### config.mk
export PLATFORM = sky130hd
export DESIGN_NAME = page_frame_replacement_top
export DESIGN_NICKNAME = d
export VERILOG_FILES = /design/src/rtl/pfr_pkg.sv /design/src/rtl/page_frame_replacement_top.sv /design/src/rtl/pfr_div.sv
export SDC_FILE = /design/constraint.sdc
export NUM_CORES = 1
export LEC_CHECK = 0
export BUFFER_PORTS_ARGS = -buffer_cell sky130_fd_sc_hd__buf_2
export CAP_MARGIN = 20
export CORE_MARGIN = 2
export CORE_UTILIZATION = 53
export DETAILED_ROUTE_END_ITERATION = 12
export HOLD_SLACK_MARGIN = 0.03
export PLACE_DENSITY = 0.69
export SETUP_SLACK_MARGIN = 0.1
export SYNTH_ARGS = -nofsm -noshare
export SYNTH_HDL_FRONTEND = slang
export SYNTH_SLANG_ARGS = --single-unit
### constraint.sdc
create_clock -name clk -period 7.4 [get_ports clk]
set_input_delay 1.11 -clock clk [delete_from_list [all_inputs] [get_ports clk]]
set_output_delay 1.11 -clock clk [all_outputs]
set_load 0.01 [all_outputs]
### src/rtl/pfr_pkg.sv
package pfr_pkg;

    localparam int FRAMES            = 4;
    localparam int PAGES_PER_PROCESS = 512;
    localparam int PROCESSES         = 3;

    localparam int FIDX_W  = (FRAMES > 1) ? $clog2(FRAMES) : 1;
    localparam int PAGE_W  = (PAGES_PER_PROCESS > 1) ? $clog2(PAGES_PER_PROCESS) : 1;
    localparam int PROC_W  = 2;
    localparam int ADDR_W  = 24;
    localparam int FSIZE_W = 16;
    localparam int STAMP_W = 32;
    localparam int FAULT_W = 16;
    localparam int POL_W   = 2;
    localparam int CNT_W   = $clog2(ADDR_W + 1);

    localparam logic [FSIZE_W-1:0] FRAME_SIZE_RESET = FSIZE_W'(1000);

    localparam logic [POL_W-1:0] POL_LRU      = 2'd0;
    localparam logic [POL_W-1:0] POL_REF_USE  = 2'd1;
    localparam logic [POL_W-1:0] POL_REF_LOAD = 2'd2;

    localparam logic CFG_FRAME_SIZE = 1'b0;
    localparam logic CFG_POLICY     = 1'b1;

endpackage

### src/rtl/page_frame_replacement_top.sv
// Page frame allocator: one transaction per access, one result per access. An access is
// taken only while the block is idle and runs through a bit-serial divide of the address
// by frame_size, the frame lookup, posting of the result and a return to idle; on a full
// miss the lookup is followed by a victim scan over the frames after frame 0 on a shared
// 32-bit comparator and an update. A rejected access skips the lookup: an unknown process
// is posted at once, a page out of range after the divide. A finished result waits in the
// output register, and the next access may be taken while it waits. The user must write
// configuration only while idle; the block itself does not enforce it.
module page_frame_replacement_top
    import pfr_pkg::*;
(
    input  logic               clk,
    input  logic               rst_n,
    input  logic               cfg_we,
    input  logic               cfg_index,
    input  logic [FSIZE_W-1:0] cfg_data,
    input  logic               in_valid,
    output logic               in_stall,
    input  logic [PROC_W-1:0]  process,
    input  logic [ADDR_W-1:0]  virtual_address,
    output logic               out_valid,
    input  logic               out_stall,
    output logic [FIDX_W-1:0]  frame,
    output logic               hit,
    output logic               replaced,
    output logic               out_of_range,
    output logic [FAULT_W-1:0] fault_count
);

    localparam logic [2:0] S_IDLE  = 3'd0;
    localparam logic [2:0] S_DIV   = 3'd1;
    localparam logic [2:0] S_LOOK  = 3'd2;
    localparam logic [2:0] S_SCAN  = 3'd3;
    localparam logic [2:0] S_EVICT = 3'd4;
    localparam logic [2:0] S_DONE  = 3'd5;

    logic [2:0]         state_reg, state_next;
    logic [FSIZE_W-1:0] frame_size_reg;
    logic [POL_W-1:0]   policy_reg;

    logic [PAGE_W-1:0]  frame_page_reg  [FRAMES];
    logic [PROC_W-1:0]  frame_owner_reg [FRAMES];
    logic [FRAMES-1:0]  frame_used_reg;
    logic [FRAMES-1:0]  ref_bit_reg;
    logic [STAMP_W-1:0] use_stamp_reg   [FRAMES];
    logic [STAMP_W-1:0] load_stamp_reg  [FRAMES];
    logic [STAMP_W-1:0] use_clock_reg;
    logic [STAMP_W-1:0] load_clock_reg;
    logic [FAULT_W-1:0] faults_reg;

    logic [PROC_W-1:0]  proc_reg;
    logic [PAGE_W-1:0]  page_reg;
    logic [FIDX_W-1:0]  idx_reg;
    logic [FIDX_W-1:0]  pos_reg;
    logic [STAMP_W-1:0] best_reg;

    // result under construction, kept apart from the waiting output
    logic [FIDX_W-1:0]  wk_frame_reg;
    logic               wk_hit_reg;
    logic               wk_repl_reg;
    logic               wk_oor_reg;

    logic               out_valid_reg;
    logic [FIDX_W-1:0]  res_frame_reg;
    logic               res_hit_reg;
    logic               res_repl_reg;
    logic               res_oor_reg;
    logic [FAULT_W-1:0] res_faults_reg;

    logic               div_start;
    logic               div_done;
    logic [ADDR_W-1:0]  quotient;

    logic               in_acc;
    logic               out_free;
    logic               hit_any, empty_any;
    logic [FIDX_W-1:0]  hit_idx, empty_idx;
    logic               scan_pol, load_pol;
    logic [STAMP_W-1:0] cand_stamp;
    logic               cand_less;

    assign in_acc   = in_valid && !in_stall;
    assign in_stall = (state_reg != S_IDLE);
    assign out_free = !out_valid_reg || !out_stall;

    assign div_start = in_acc && (process < PROC_W'(PROCESSES));

    pfr_div u_div (
        .clk      (clk),
        .rst_n    (rst_n),
        .start    (div_start),
        .dividend (virtual_address),
        .divisor  (frame_size_reg),
        .done     (div_done),
        .quotient (quotient)
    );

    // resident page search and first empty frame, all frames side by side
    always_comb
    begin
        hit_any   = 1'b0;
        hit_idx   = '0;
        empty_any = 1'b0;
        empty_idx = '0;
        for (int i = FRAMES - 1; i >= 0; i--)
        begin
            if (frame_used_reg[i] && frame_owner_reg[i] == proc_reg
                && frame_page_reg[i] == page_reg)
            begin
                hit_any = 1'b1;
                hit_idx = FIDX_W'(i);
            end
            if (!frame_used_reg[i])
            begin
                empty_any = 1'b1;
                empty_idx = FIDX_W'(i);
            end
        end
    end

    assign load_pol   = (policy_reg == POL_REF_LOAD);
    assign scan_pol   = (policy_reg == POL_REF_USE) || load_pol;
    assign cand_stamp = load_pol ? load_stamp_reg[idx_reg] : use_stamp_reg[idx_reg];
    assign cand_less  = cand_stamp < best_reg;

    always_comb
    begin
        state_next = state_reg;
        case (state_reg)
            S_IDLE:
            begin
                if (in_acc)
                    state_next = div_start ? S_DIV : S_DONE;
            end
            S_DIV:
            begin
                if (div_done)
                    state_next = (quotient >= ADDR_W'(PAGES_PER_PROCESS)) ? S_DONE : S_LOOK;
            end
            S_LOOK:
            begin
                if (hit_any || empty_any)
                    state_next = S_DONE;
                else
                    state_next = S_SCAN;
            end
            S_SCAN:
            begin
                if (idx_reg == FIDX_W'(FRAMES - 1))
                    state_next = S_EVICT;
            end
            S_EVICT:
            begin
                state_next = S_DONE;
            end
            S_DONE:
            begin
                if (out_free)
                    state_next = S_IDLE;
            end
            default:
            begin
                state_next = S_IDLE;
            end
        endcase
    end

    always_ff @(posedge clk or negedge rst_n)
    begin
        if (!rst_n)
        begin
            state_reg      <= S_IDLE;
            frame_size_reg <= FRAME_SIZE_RESET;
            policy_reg     <= POL_LRU;
            frame_used_reg <= '0;
            ref_bit_reg    <= '0;
            use_clock_reg  <= '0;
            load_clock_reg <= '0;
            faults_reg     <= '0;
            out_valid_reg  <= 1'b0;
            for (int i = 0; i < FRAMES; i++)
            begin
                frame_page_reg[i]  <= '0;
                frame_owner_reg[i] <= '0;
                use_stamp_reg[i]   <= '0;
                load_stamp_reg[i]  <= '0;
            end
        end
        else
        begin
            state_reg <= state_next;
            if (cfg_we)
            begin
                case (cfg_index)
                    CFG_FRAME_SIZE: frame_size_reg <= cfg_data;
                    CFG_POLICY:     policy_reg     <= cfg_data[POL_W-1:0];
                    default:        ;
                endcase
            end

            if (state_reg == S_DONE && out_free)
                out_valid_reg <= 1'b1;
            else if (!out_stall)
                out_valid_reg <= 1'b0;

            case (state_reg)
                S_LOOK:
                begin
                    if (hit_any)
                    begin
                        use_stamp_reg[hit_idx] <= use_clock_reg + STAMP_W'(1);
                        use_clock_reg          <= use_clock_reg + STAMP_W'(1);
                        ref_bit_reg[hit_idx]   <= 1'b1;
                    end
                    else if (empty_any)
                    begin
                        frame_used_reg[empty_idx]  <= 1'b1;
                        frame_page_reg[empty_idx]  <= page_reg;
                        frame_owner_reg[empty_idx] <= proc_reg;
                        use_stamp_reg[empty_idx]   <= use_clock_reg + STAMP_W'(1);
                        load_stamp_reg[empty_idx]  <= load_clock_reg + STAMP_W'(1);
                        use_clock_reg              <= use_clock_reg + STAMP_W'(1);
                        load_clock_reg             <= load_clock_reg + STAMP_W'(1);
                        if (faults_reg != '1)
                            faults_reg <= faults_reg + FAULT_W'(1);
                    end
                end
                S_SCAN:
                begin
                    // a candidate with its reference bit set loses the bit instead
                    if (cand_less && scan_pol && ref_bit_reg[idx_reg])
                        ref_bit_reg[idx_reg] <= 1'b0;
                end
                S_EVICT:
                begin
                    frame_page_reg[pos_reg]  <= page_reg;
                    frame_owner_reg[pos_reg] <= proc_reg;
                    if (load_pol)
                    begin
                        load_stamp_reg[pos_reg] <= load_clock_reg + STAMP_W'(1);
                        load_clock_reg          <= load_clock_reg + STAMP_W'(1);
                    end
                    else
                    begin
                        use_stamp_reg[pos_reg] <= use_clock_reg + STAMP_W'(1);
                        use_clock_reg          <= use_clock_reg + STAMP_W'(1);
                    end
                    if (faults_reg != '1)
                        faults_reg <= faults_reg + FAULT_W'(1);
                end
                default:
                begin
                end
            endcase
        end
    end

    // datapath registers without reset
    always_ff @(posedge clk)
    begin
        case (state_reg)
            S_IDLE:
            begin
                if (in_acc)
                begin
                    proc_reg     <= process;
                    wk_frame_reg <= '0;
                    wk_hit_reg   <= 1'b0;
                    wk_repl_reg  <= 1'b0;
                    wk_oor_reg   <= !div_start;
                end
            end
            S_DIV:
            begin
                if (div_done)
                begin
                    page_reg   <= quotient[PAGE_W-1:0];
                    wk_oor_reg <= (quotient >= ADDR_W'(PAGES_PER_PROCESS));
                end
            end
            S_LOOK:
            begin
                wk_frame_reg <= hit_any ? hit_idx : empty_idx;
                wk_hit_reg   <= hit_any;
                idx_reg      <= FIDX_W'(1);
                pos_reg      <= '0;
                best_reg     <= load_pol ? load_stamp_reg[0] : use_stamp_reg[0];
            end
            S_SCAN:
            begin
                if (cand_less && !(scan_pol && ref_bit_reg[idx_reg]))
                begin
                    best_reg <= cand_stamp;
                    pos_reg  <= idx_reg;
                end
                idx_reg <= idx_reg + FIDX_W'(1);
            end
            S_EVICT:
            begin
                wk_frame_reg <= pos_reg;
                wk_repl_reg  <= 1'b1;
            end
            S_DONE:
            begin
                if (out_free)
                begin
                    res_frame_reg  <= wk_frame_reg;
                    res_hit_reg    <= wk_hit_reg;
                    res_repl_reg   <= wk_repl_reg;
                    res_oor_reg    <= wk_oor_reg;
                    res_faults_reg <= faults_reg;
                end
            end
            default:
            begin
            end
        endcase
    end

    assign out_valid    = out_valid_reg;
    assign frame        = res_frame_reg;
    assign hit          = res_hit_reg;
    assign replaced     = res_repl_reg;
    assign out_of_range = res_oor_reg;
    assign fault_count  = res_faults_reg;

`ifndef NO_ASSERTIONS
    a_busy_after_accept: assert property (@(posedge clk) disable iff (!rst_n)
        in_acc |=> in_stall)
        else $error("input taken while a transaction is in progress");

    a_oor_clean: assert property (@(posedge clk) disable iff (!rst_n)
        out_valid && out_of_range |-> !hit && !replaced)
        else $error("rejected access reports a hit or an eviction");

    a_hit_no_evict: assert property (@(posedge clk) disable iff (!rst_n)
        out_valid && hit |-> !replaced && frame_used_reg[frame])
        else $error("hit on an empty frame or with an eviction");

    a_evict_full: assert property (@(posedge clk) disable iff (!rst_n)
        state_reg == S_EVICT |-> frame_used_reg == '1)
        else $error("eviction while an empty frame exists");
`endif

endmodule

### src/rtl/pfr_div.sv
module pfr_div
    import pfr_pkg::*;
(
    input  logic               clk,
    input  logic               rst_n,
    input  logic               start,
    input  logic [ADDR_W-1:0]  dividend,
    input  logic [FSIZE_W-1:0] divisor,
    output logic               done,
    output logic [ADDR_W-1:0]  quotient
);

    logic [FSIZE_W-1:0] rem_reg;
    logic [ADDR_W-1:0]  quo_reg;
    logic [FSIZE_W-1:0] dvs_reg;
    logic [CNT_W-1:0]   cnt_reg;
    logic               busy_reg;
    logic               done_reg;
    logic [FSIZE_W:0]   rem_sh;
    logic [FSIZE_W+1:0] diff;

    // one quotient bit per cycle, restoring
    assign rem_sh = {rem_reg, quo_reg[ADDR_W-1]};
    assign diff   = {1'b0, rem_sh} - {2'b00, dvs_reg};

    always_ff @(posedge clk or negedge rst_n)
    begin
        if (!rst_n)
        begin
            busy_reg <= 1'b0;
            done_reg <= 1'b0;
            cnt_reg  <= '0;
        end
        else
        begin
            done_reg <= 1'b0;
            if (start)
            begin
                busy_reg <= 1'b1;
                cnt_reg  <= CNT_W'(ADDR_W);
            end
            else if (busy_reg)
            begin
                cnt_reg <= cnt_reg - CNT_W'(1);
                if (cnt_reg == CNT_W'(1))
                begin
                    busy_reg <= 1'b0;
                    done_reg <= 1'b1;
                end
            end
        end
    end

    always_ff @(posedge clk)
    begin
        if (start)
        begin
            rem_reg <= '0;
            quo_reg <= dividend;
            dvs_reg <= (divisor == '0) ? FSIZE_W'(1) : divisor;
        end
        else if (busy_reg)
        begin
            if (!diff[FSIZE_W+1])
            begin
                rem_reg <= diff[FSIZE_W-1:0];
                quo_reg <= {quo_reg[ADDR_W-2:0], 1'b1};
            end
            else
            begin
                rem_reg <= rem_sh[FSIZE_W-1:0];
                quo_reg <= {quo_reg[ADDR_W-2:0], 1'b0};
            end
        end
    end

    assign done     = done_reg;
    assign quotient = quo_reg;

endmodule

==> results of run 1 <==
power by group through the flow:
stage               combinational [mW]  clock, mW  sequential, mW
floorplan                         1.31          0            3.79
global route                      1.91       2.98            3.89
finish                            1.71       2.78            3.84
CTS                               1.72       2.85            3.83
global placement                  1.65          0            3.87
detailed placement                1.71          0            3.89
metal layers:
layer / global-route usage / vias up / part of all wire
met3: 0.0363 / 69 / 0.048
met5: 0 / - / 0
met4: 0.0513 / 0 / 0.017
met2: 0.371 / 345 / 0.48
met1: 0.324 / 8487 / 0.45
li1: - / 7632 / -
final timing paths:
kind                                          start                       endpoint  slack (ps)  cells past startpoint
max                        idx_reg[1]$_SDFFCE_PN0P_          best_reg[6]$_DFFE_PP_        2470                     13
min                        wk_hit_reg$_SDFFCE_PN0P_                  hit$_DFFE_PP_         420                      0
max reg2reg                idx_reg[1]$_SDFFCE_PN0P_          best_reg[6]$_DFFE_PP_        2470                     13
min reg2reg                wk_hit_reg$_SDFFCE_PN0P_                  hit$_DFFE_PP_         420                      0
max in group asynchronous                     rst_n  use_clock_reg[16]$_DFFE_PN0N_        5450                      2
min in group asynchronous                     rst_n     faults_reg[12]$_DFFE_PN0P_         530                      1
cell families after synthesis:
family          Yosys count
compound gates          177
mux                     461
xor+xnor                195
buf+inv                 199
simple gates            507
flops                   546
fa+ha+maj                58
per-stage QoR:
stage          cell area [µm²]  utilization  setup WS (ps)  hold slack [ps]
6_report                 29700        0.592           2470              422
5_1_grt                  29700        0.592           2200              442
4_1_cts                  29600        0.592           2160              423
3_5_place_dp             27800        0.555           2160              406
3_3_place_gp             27800        0.555           2270              407
2_1_floorplan            26800            -            923              400
worst max-delay path: stages, from the launching register on:
cell      delay [ps]
edfxtp_1         330
buf_4            550
buf_4            470
mux4_2           370
mux2_2           310
ha_1             290
and4_1           200
a21oi_1          340
a21o_1           130
o31ai_1           90
o31a_1           360
o31ai_4          600
buf_8            240
buf_4            290
layout make-up:
class / count / area (µm²) / share of cell area
flip-flops and latches: 546 / 14200 / 0.477
multi-input cells: 1398 / 11900 / 0.402
clock buffers: 82 / 1680 / 0.0568
well taps: 672 / 841 / 0.0284
repair buffers: 96 / 621 / 0.0209
inverters: 76 / 285 / 0.00962
clock inverters: 21 / 148 / 0.00498
layout by cell type (no fill, tap or decap), drive strengths merged, types with 6 or more instances in the layout:
master,n
mux4,66
mux2,348
buf,96
xor2,59
nand2b,8
nand2,221
or3,10
inv,76
dfxtp,16
and3,21
a21oi,42
nor2,95
nor4,11
and4,7
a21o,9
nand4,35
nand3,36
clkbuf,82
a211oi,6
ha,57
edfxtp,113
o21ai,72
or2,8
o31ai,7
dfrtp,411
o211ai,7
clkinv,17
xnor2,136
nor2b,13
mux2i,47
nor3,30
dfstp,6
o21a,8
==> results.yml, run 1 <==
outcome:
  status: "finished clean"
critical_path:
  critPathArrivalTime_ps: 5220
  end_kind: "flip-flop"
  path_max_fanout: 45
  crit_required_ps: 7690
  critPathKind: "reg2reg"
  cp-start-kind: "flip-flop"
synth:
  synth_area_leaders: "dfrtp_1 38%, mux2_2 13%, edfxtp_1 13%"
  synth_edf_count: 113
  yosys.area.top_type: "dfrtp_1"
  post-synth-top-count-cell: "dfrtp_1"
  synthCells: 2143
  synth-warning-count: 0
  synth_area_um2: 26800
  syn_avg_cell_area_um2: 12.5
  synth_top_family_by_area: "multiplexers"
  seq_area_frac_synth: 0.528
  synth-xor-area-share: 0.0637
  synthSimpleGateAreaFrac: 0.0878
  synth_adder_area_share: 0.0273
  synth_nets: 2249
  ys_seq_elements: 546
  yosys-mux-area-fraction: 0.223
  synth_cell_types: 63
  synth-main-ff-cell: "dfrtp_1"
  synth_top_area_frac: 0.384
  synth_compound_area_frac: 0.0398
  async_flop_share: 0.764
  synth_common_cells: "411 x dfrtp_1, 312 x mux2_2, 221 x nand2_1, 136 x xnor2_1, 113 x edfxtp_1"
routing:
  viasPerCell: 5.72
  drcViolationCount: 0
  num_vias: 16500
  dr.pass1.iters: 5
  post_drt_wl_per_cell_um: 20.0
  drt-total-wl_um: 57700
  antenna_left: 0
  drt_iter0_markers: 1320
die:
  start_util: 0.535
  dieWidth_um: 229
  ios: 71
  die_height_um: 229
  core_area_um2: 50100
  rows: 82
  die-area_um2: 52400
timing:
  skew_ps: 27.1
  timing.setup.tns_ps: 0
  max_slew_margin: 0.220
  setup_viol: 0
  fin_crit_sh: 0.666
  period_minus_slack_ps: 4930
  hold_viol: 0
  fmax_ghz: 0.203
  rsz0062_at_grt: "no"
  drv_slew: 0
  tightest_slew_ps: 1170
placed_design:
  io_buffers: 70
  place_hpwl_um: 37500
  placed_cells: 2787
  gp_congestion: 0.830
cts:
  cts_buffer_depth: 3
  cts.clk_slew.worst_paths_ps: 60
  cts_num_sinks: 546
  insertion_delay_ps: 620
  cts_tree: "yes"
  cts_made_buffers: 57
  postCtsSetupRepairBufs: 0
  h-tree-depth: 2
  cts_resized: 0
  holdBufCountCts: 0
  cts_root_buf: "clkbuf_16"
pwr:
  p_clk_frac: 0.334
  p_leak_nw: 13.6
  power.switching_mw: 2.42
  fin_total_pwr_mw: 8.33
  p_int_mw: 5.91
  cellPowerDensity_nw_per_um2: 281
  pwr-share-comb: 0.205
  netSwitchingFraction: 0.290
  p_seq_frac: 0.460
  ir_worst_vdd_uv: 188
global_route:
  grt_overflow: 0
  antenna_found_initial: 0
  grt_pass1_wl_um: 95000
  grt_max_degree: 130
  grt_usage: 0.228
  grt_pass1_vias: 17100
layout:
  nets: 2281
  drive_gt1_frac: 0.280
  fillers: 4044
  diodes: 0
  areaGrowthSynthToFinish_pct: 10.6
  final_cells: 2891
flow_run:
  max_cap_viol_count: 0
min_path:
  min_path_type: "reg2reg"
Note: power is estimated with default switching activity, not from simulation.
==> run 2, diff against run 1 <==
--- a/config.mk
+++ b/config.mk
@@ -5,6 +5,7 @@
 export SDC_FILE = /design/constraint.sdc
 export NUM_CORES = 1
 export LEC_CHECK = 0
+export ABC_AREA = 1
 export BUFFER_PORTS_ARGS = -buffer_cell sky130_fd_sc_hd__buf_2
 export CAP_MARGIN = 20
 export CORE_MARGIN = 2
==> constraint.sdc (replaced) <==
create_clock -name clk -period 5.1 [get_ports clk]
set_input_delay 0.765 -clock clk [delete_from_list [all_inputs] [get_ports clk]]
set_output_delay 0.765 -clock clk [all_outputs]
set_load 0.01 [all_outputs]
==> results.yml, run 2 <==
synth:
  synth_edf_count: 113
  synth_top_area_frac: 0.374
  synth-main-ff-cell: "dfrtp_1"
  yosys.area.top_type: "dfrtp_1"
  synth_area_leaders: "dfrtp_1 37%, edfxtp_1 12%, nand2_1 11%"
  synth_cell_types: 57
  post-synth-top-count-cell: "nand2_1"
  synth_nets: 3401
  synthCells: 3295
  async_flop_share: 0.764
  syn_avg_cell_area_um2: 8.36
  synth_area_um2: 27500
  ys_seq_elements: 546
  seq_area_frac_synth: 0.514
  synth-warning-count: 0
  synth_common_cells: "797 x nand2_1, 411 x dfrtp_1, 400 x nor2_1, 360 x o21ai_0, 241 x inv_1"
die:
  dieWidth_um: 232
  start_util: 0.537
  rows: 83
  core_area_um2: 51300
  die-area_um2: 53800
  ios: 71
  die_height_um: 232
cts:
  h-tree-depth: 2
  cts_resized: 0
  cts_tree: "yes"
  cts.clk_slew.worst_paths_ps: 60
  cts_num_sinks: 546
  postCtsSetupRepairBufs: 0
  cts_made_buffers: 58
  cts_buffer_depth: 3
  insertion_delay_ps: 610
  holdBufCountCts: 0
  cts_root_buf: "clkbuf_16"
timing:
  timing.setup.tns_ps: 0
  fmax_ghz: 0.234
  max_slew_margin: 0.299
  fin_crit_sh: 0.838
  skew_ps: 13.7
  hold_viol: 0
  rsz0062_at_grt: "no"
  setup_viol: 0
  drv_slew: 0
  tightest_slew_ps: 1050
  period_minus_slack_ps: 4270
layout:
  diodes: 0
  fillers: 4501
  areaGrowthSynthToFinish_pct: 9.93
  nets: 3391
  drive_gt1_frac: 0.0918
  mostFrequentLayoutCell: "nand2_1"
  mostFrequentLayoutCells: "797 x nand2_1, 411 x dfrtp_1, 400 x nor2_1"
critical_path:
  critPathArrivalTime_ps: 4520
  crit_required_ps: 5340
  ff2ff_path_depth: 17
  reg2reg_to: "best_reg[20]$_DFFE_PP_"
  critPathMaxStageDelay_ps: 500
  path_max_fanout: 57
  critPathKind: "reg2reg"
  crit_chain: "clkinv_2 > buf_12 > o21ai_0 > o22ai_1 > nor2_1 > a31oi_1 > ha_1 > nand2_1 > o21ai_0 > nand3_1 > nand2_1 > nand2_1 > a21oi_1 > nor4_1 > nand3_1 > o21ai_4 > buf_4"
  crit_buf_inv: 3
  crit_family: "simple AND/OR/NAND/NOR gates"
  crit_slowest_cell: "nor4_1"
  crit_path_frequent_cell: "nand2_1"
  r2r-start: "idx_reg[0]$_SDFFCE_PN1P_"
  cp-start-kind: "flip-flop"
  rrSetupSlack_ps: 830
  end_kind: "flip-flop"
routing:
  dr_wl_met3_um: 5570
  wl_met2_um: 30100
  post_drt_wl_per_cell_um: 17.7
  antenna_left: 0
  drt_iter0_markers: 2406
  drcViolationCount: 0
  top_layer: "met4"
  met1Wirelength_um: 34000
  viasPerCell: 5.62
  dr.pass1.iters: 6
  num_vias: 22600
  drt-total-wl_um: 71000
pwr:
  p_seq_frac: 0.437
  fin_total_pwr_mw: 13.5
  p_int_mw: 9.08
  p_leak_nw: 13.3
  netSwitchingFraction: 0.329
  pwr-share-comb: 0.234
  ir_worst_vdd_uv: 259
  p_clk_frac: 0.329
  cellPowerDensity_nw_per_um2: 447
  power.switching_mw: 4.45
min_path:
  min_path_type: "in2async"
global_route:
  grt_max_degree: 133
  grt_usage: 0.268
  grt_pass1_wl_um: 115000
  grt_pass1_vias: 21200
  antenna_found_initial: 0
  grt_overflow: 0
flow_run:
  max_cap_viol_count: 0
placed_design:
  gp_congestion: 0.910
  io_buffers: 70
  place_hpwl_um: 48900
outcome:
  status: "finished clean"
==> run 2: worst reg2reg max path, cell delays in order, from the launching register on <==
cell and delay (ps):
edfxtp_1 440, clkinv_2 310, buf_12 290, o21ai_0 120, o22ai_1 270, nor2_1 90
a31oi_1 250, ha_1 280, nand2_1 80, o21ai_0 90, nand3_1 70, nand2_1 50
nand2_1 60, a21oi_1 80, nor4_1 500, nand3_1 240, o21ai_4 210, buf_4 430
==> run 2: how the worst max path moves through the flow <==
stage / startpoint / end / slack (ps) / cells after the start
6_report: idx_reg[0]$_SDFFCE_PN1P_ / best_reg[20]$_DFFE_PP_ / 830 / 17
5_1_grt: policy_reg[0]$_DFFE_PN0P_ / best_reg[21]$_DFFE_PP_ / 430 / 15
4_1_cts: idx_reg[0]$_SDFFCE_PN1P_ / best_reg[20]$_DFFE_PP_ / 870 / 17
3_5_place_dp: policy_reg[0]$_DFFE_PN0P_ / best_reg[20]$_DFFE_PP_ / 890 / 17
3_3_place_gp: idx_reg[0]$_SDFFCE_PN1P_ / best_reg[20]$_DFFE_PP_ / 950 / 17
2_1_floorplan: idx_reg[0]$_SDFFCE_PN1P_ / best_reg[0]$_DFFE_PP_ / 350 / 18
==> run 2: power groups by stage <==
stage / Sequential (mW) / Combinational (mW) / Clock, mW
2_1_floorplan: 5.78 / 2.42 / 0
3_3_place_gp: 5.94 / 3.05 / 0
3_5_place_dp: 5.96 / 3.16 / 0
4_1_cts: 5.90 / 3.17 / 4.52
5_1_grt: 6.01 / 3.65 / 4.68
6_report: 5.92 / 3.17 / 4.45
==> run 2: kinds of logic (layout without fill, tap and decap cells) <==
| group | Yosys count | after routing | share of synthesized area |
|---|---|---|---|
| simple gates | 1447 | 1447 | 0.220 |
| buf+inv | 427 | 466 | 0.0655 |
| flops | 546 | 546 | 0.514 |
| mux | 14 | 14 | 0.00573 |
| fa+ha+maj | 58 | 58 | 0.0266 |
| xor+xnor | 85 | 85 | 0.0273 |
| compound gates | 718 | 718 | 0.140 |
==> run 2: layout make-up <==
| type | instances | area [µm²] | share of cell area |
|---|---|---|---|
| flip-flops and latches | 546 | 14200 | 0.468 |
| clock buffers | 87 | 1830 | 0.0603 |
| well taps | 680 | 851 | 0.0281 |
| repair buffers | 98 | 646 | 0.0213 |
| clock inverters | 22 | 219 | 0.00724 |
| inverters | 259 | 973 | 0.0322 |
| multi-input cells | 2322 | 11600 | 0.383 |
==> run 2: routing by layer <==
layer | GRT usage | vias up
met4 | 0.0645 | 0
met5 | 0 | -
met3 | 0.0489 | 92
li1 | - | 10900
met1 | 0.415 | 10700
met2 | 0.387 | 795
==> run 2: metrics by stage <==
stage	instance area [µm²]	setup slack (ps)	hold WS (ps)	std cells	utilization
global route	30300	426	256	4014	0.590
floorplan	27500	346	400	3295	-
finish	30300	827	169	4014	0.590
global placement	28200	953	407	3905	0.550
detailed placement	28200	888	419	3905	0.550
CTS	30300	869	239	4014	0.590
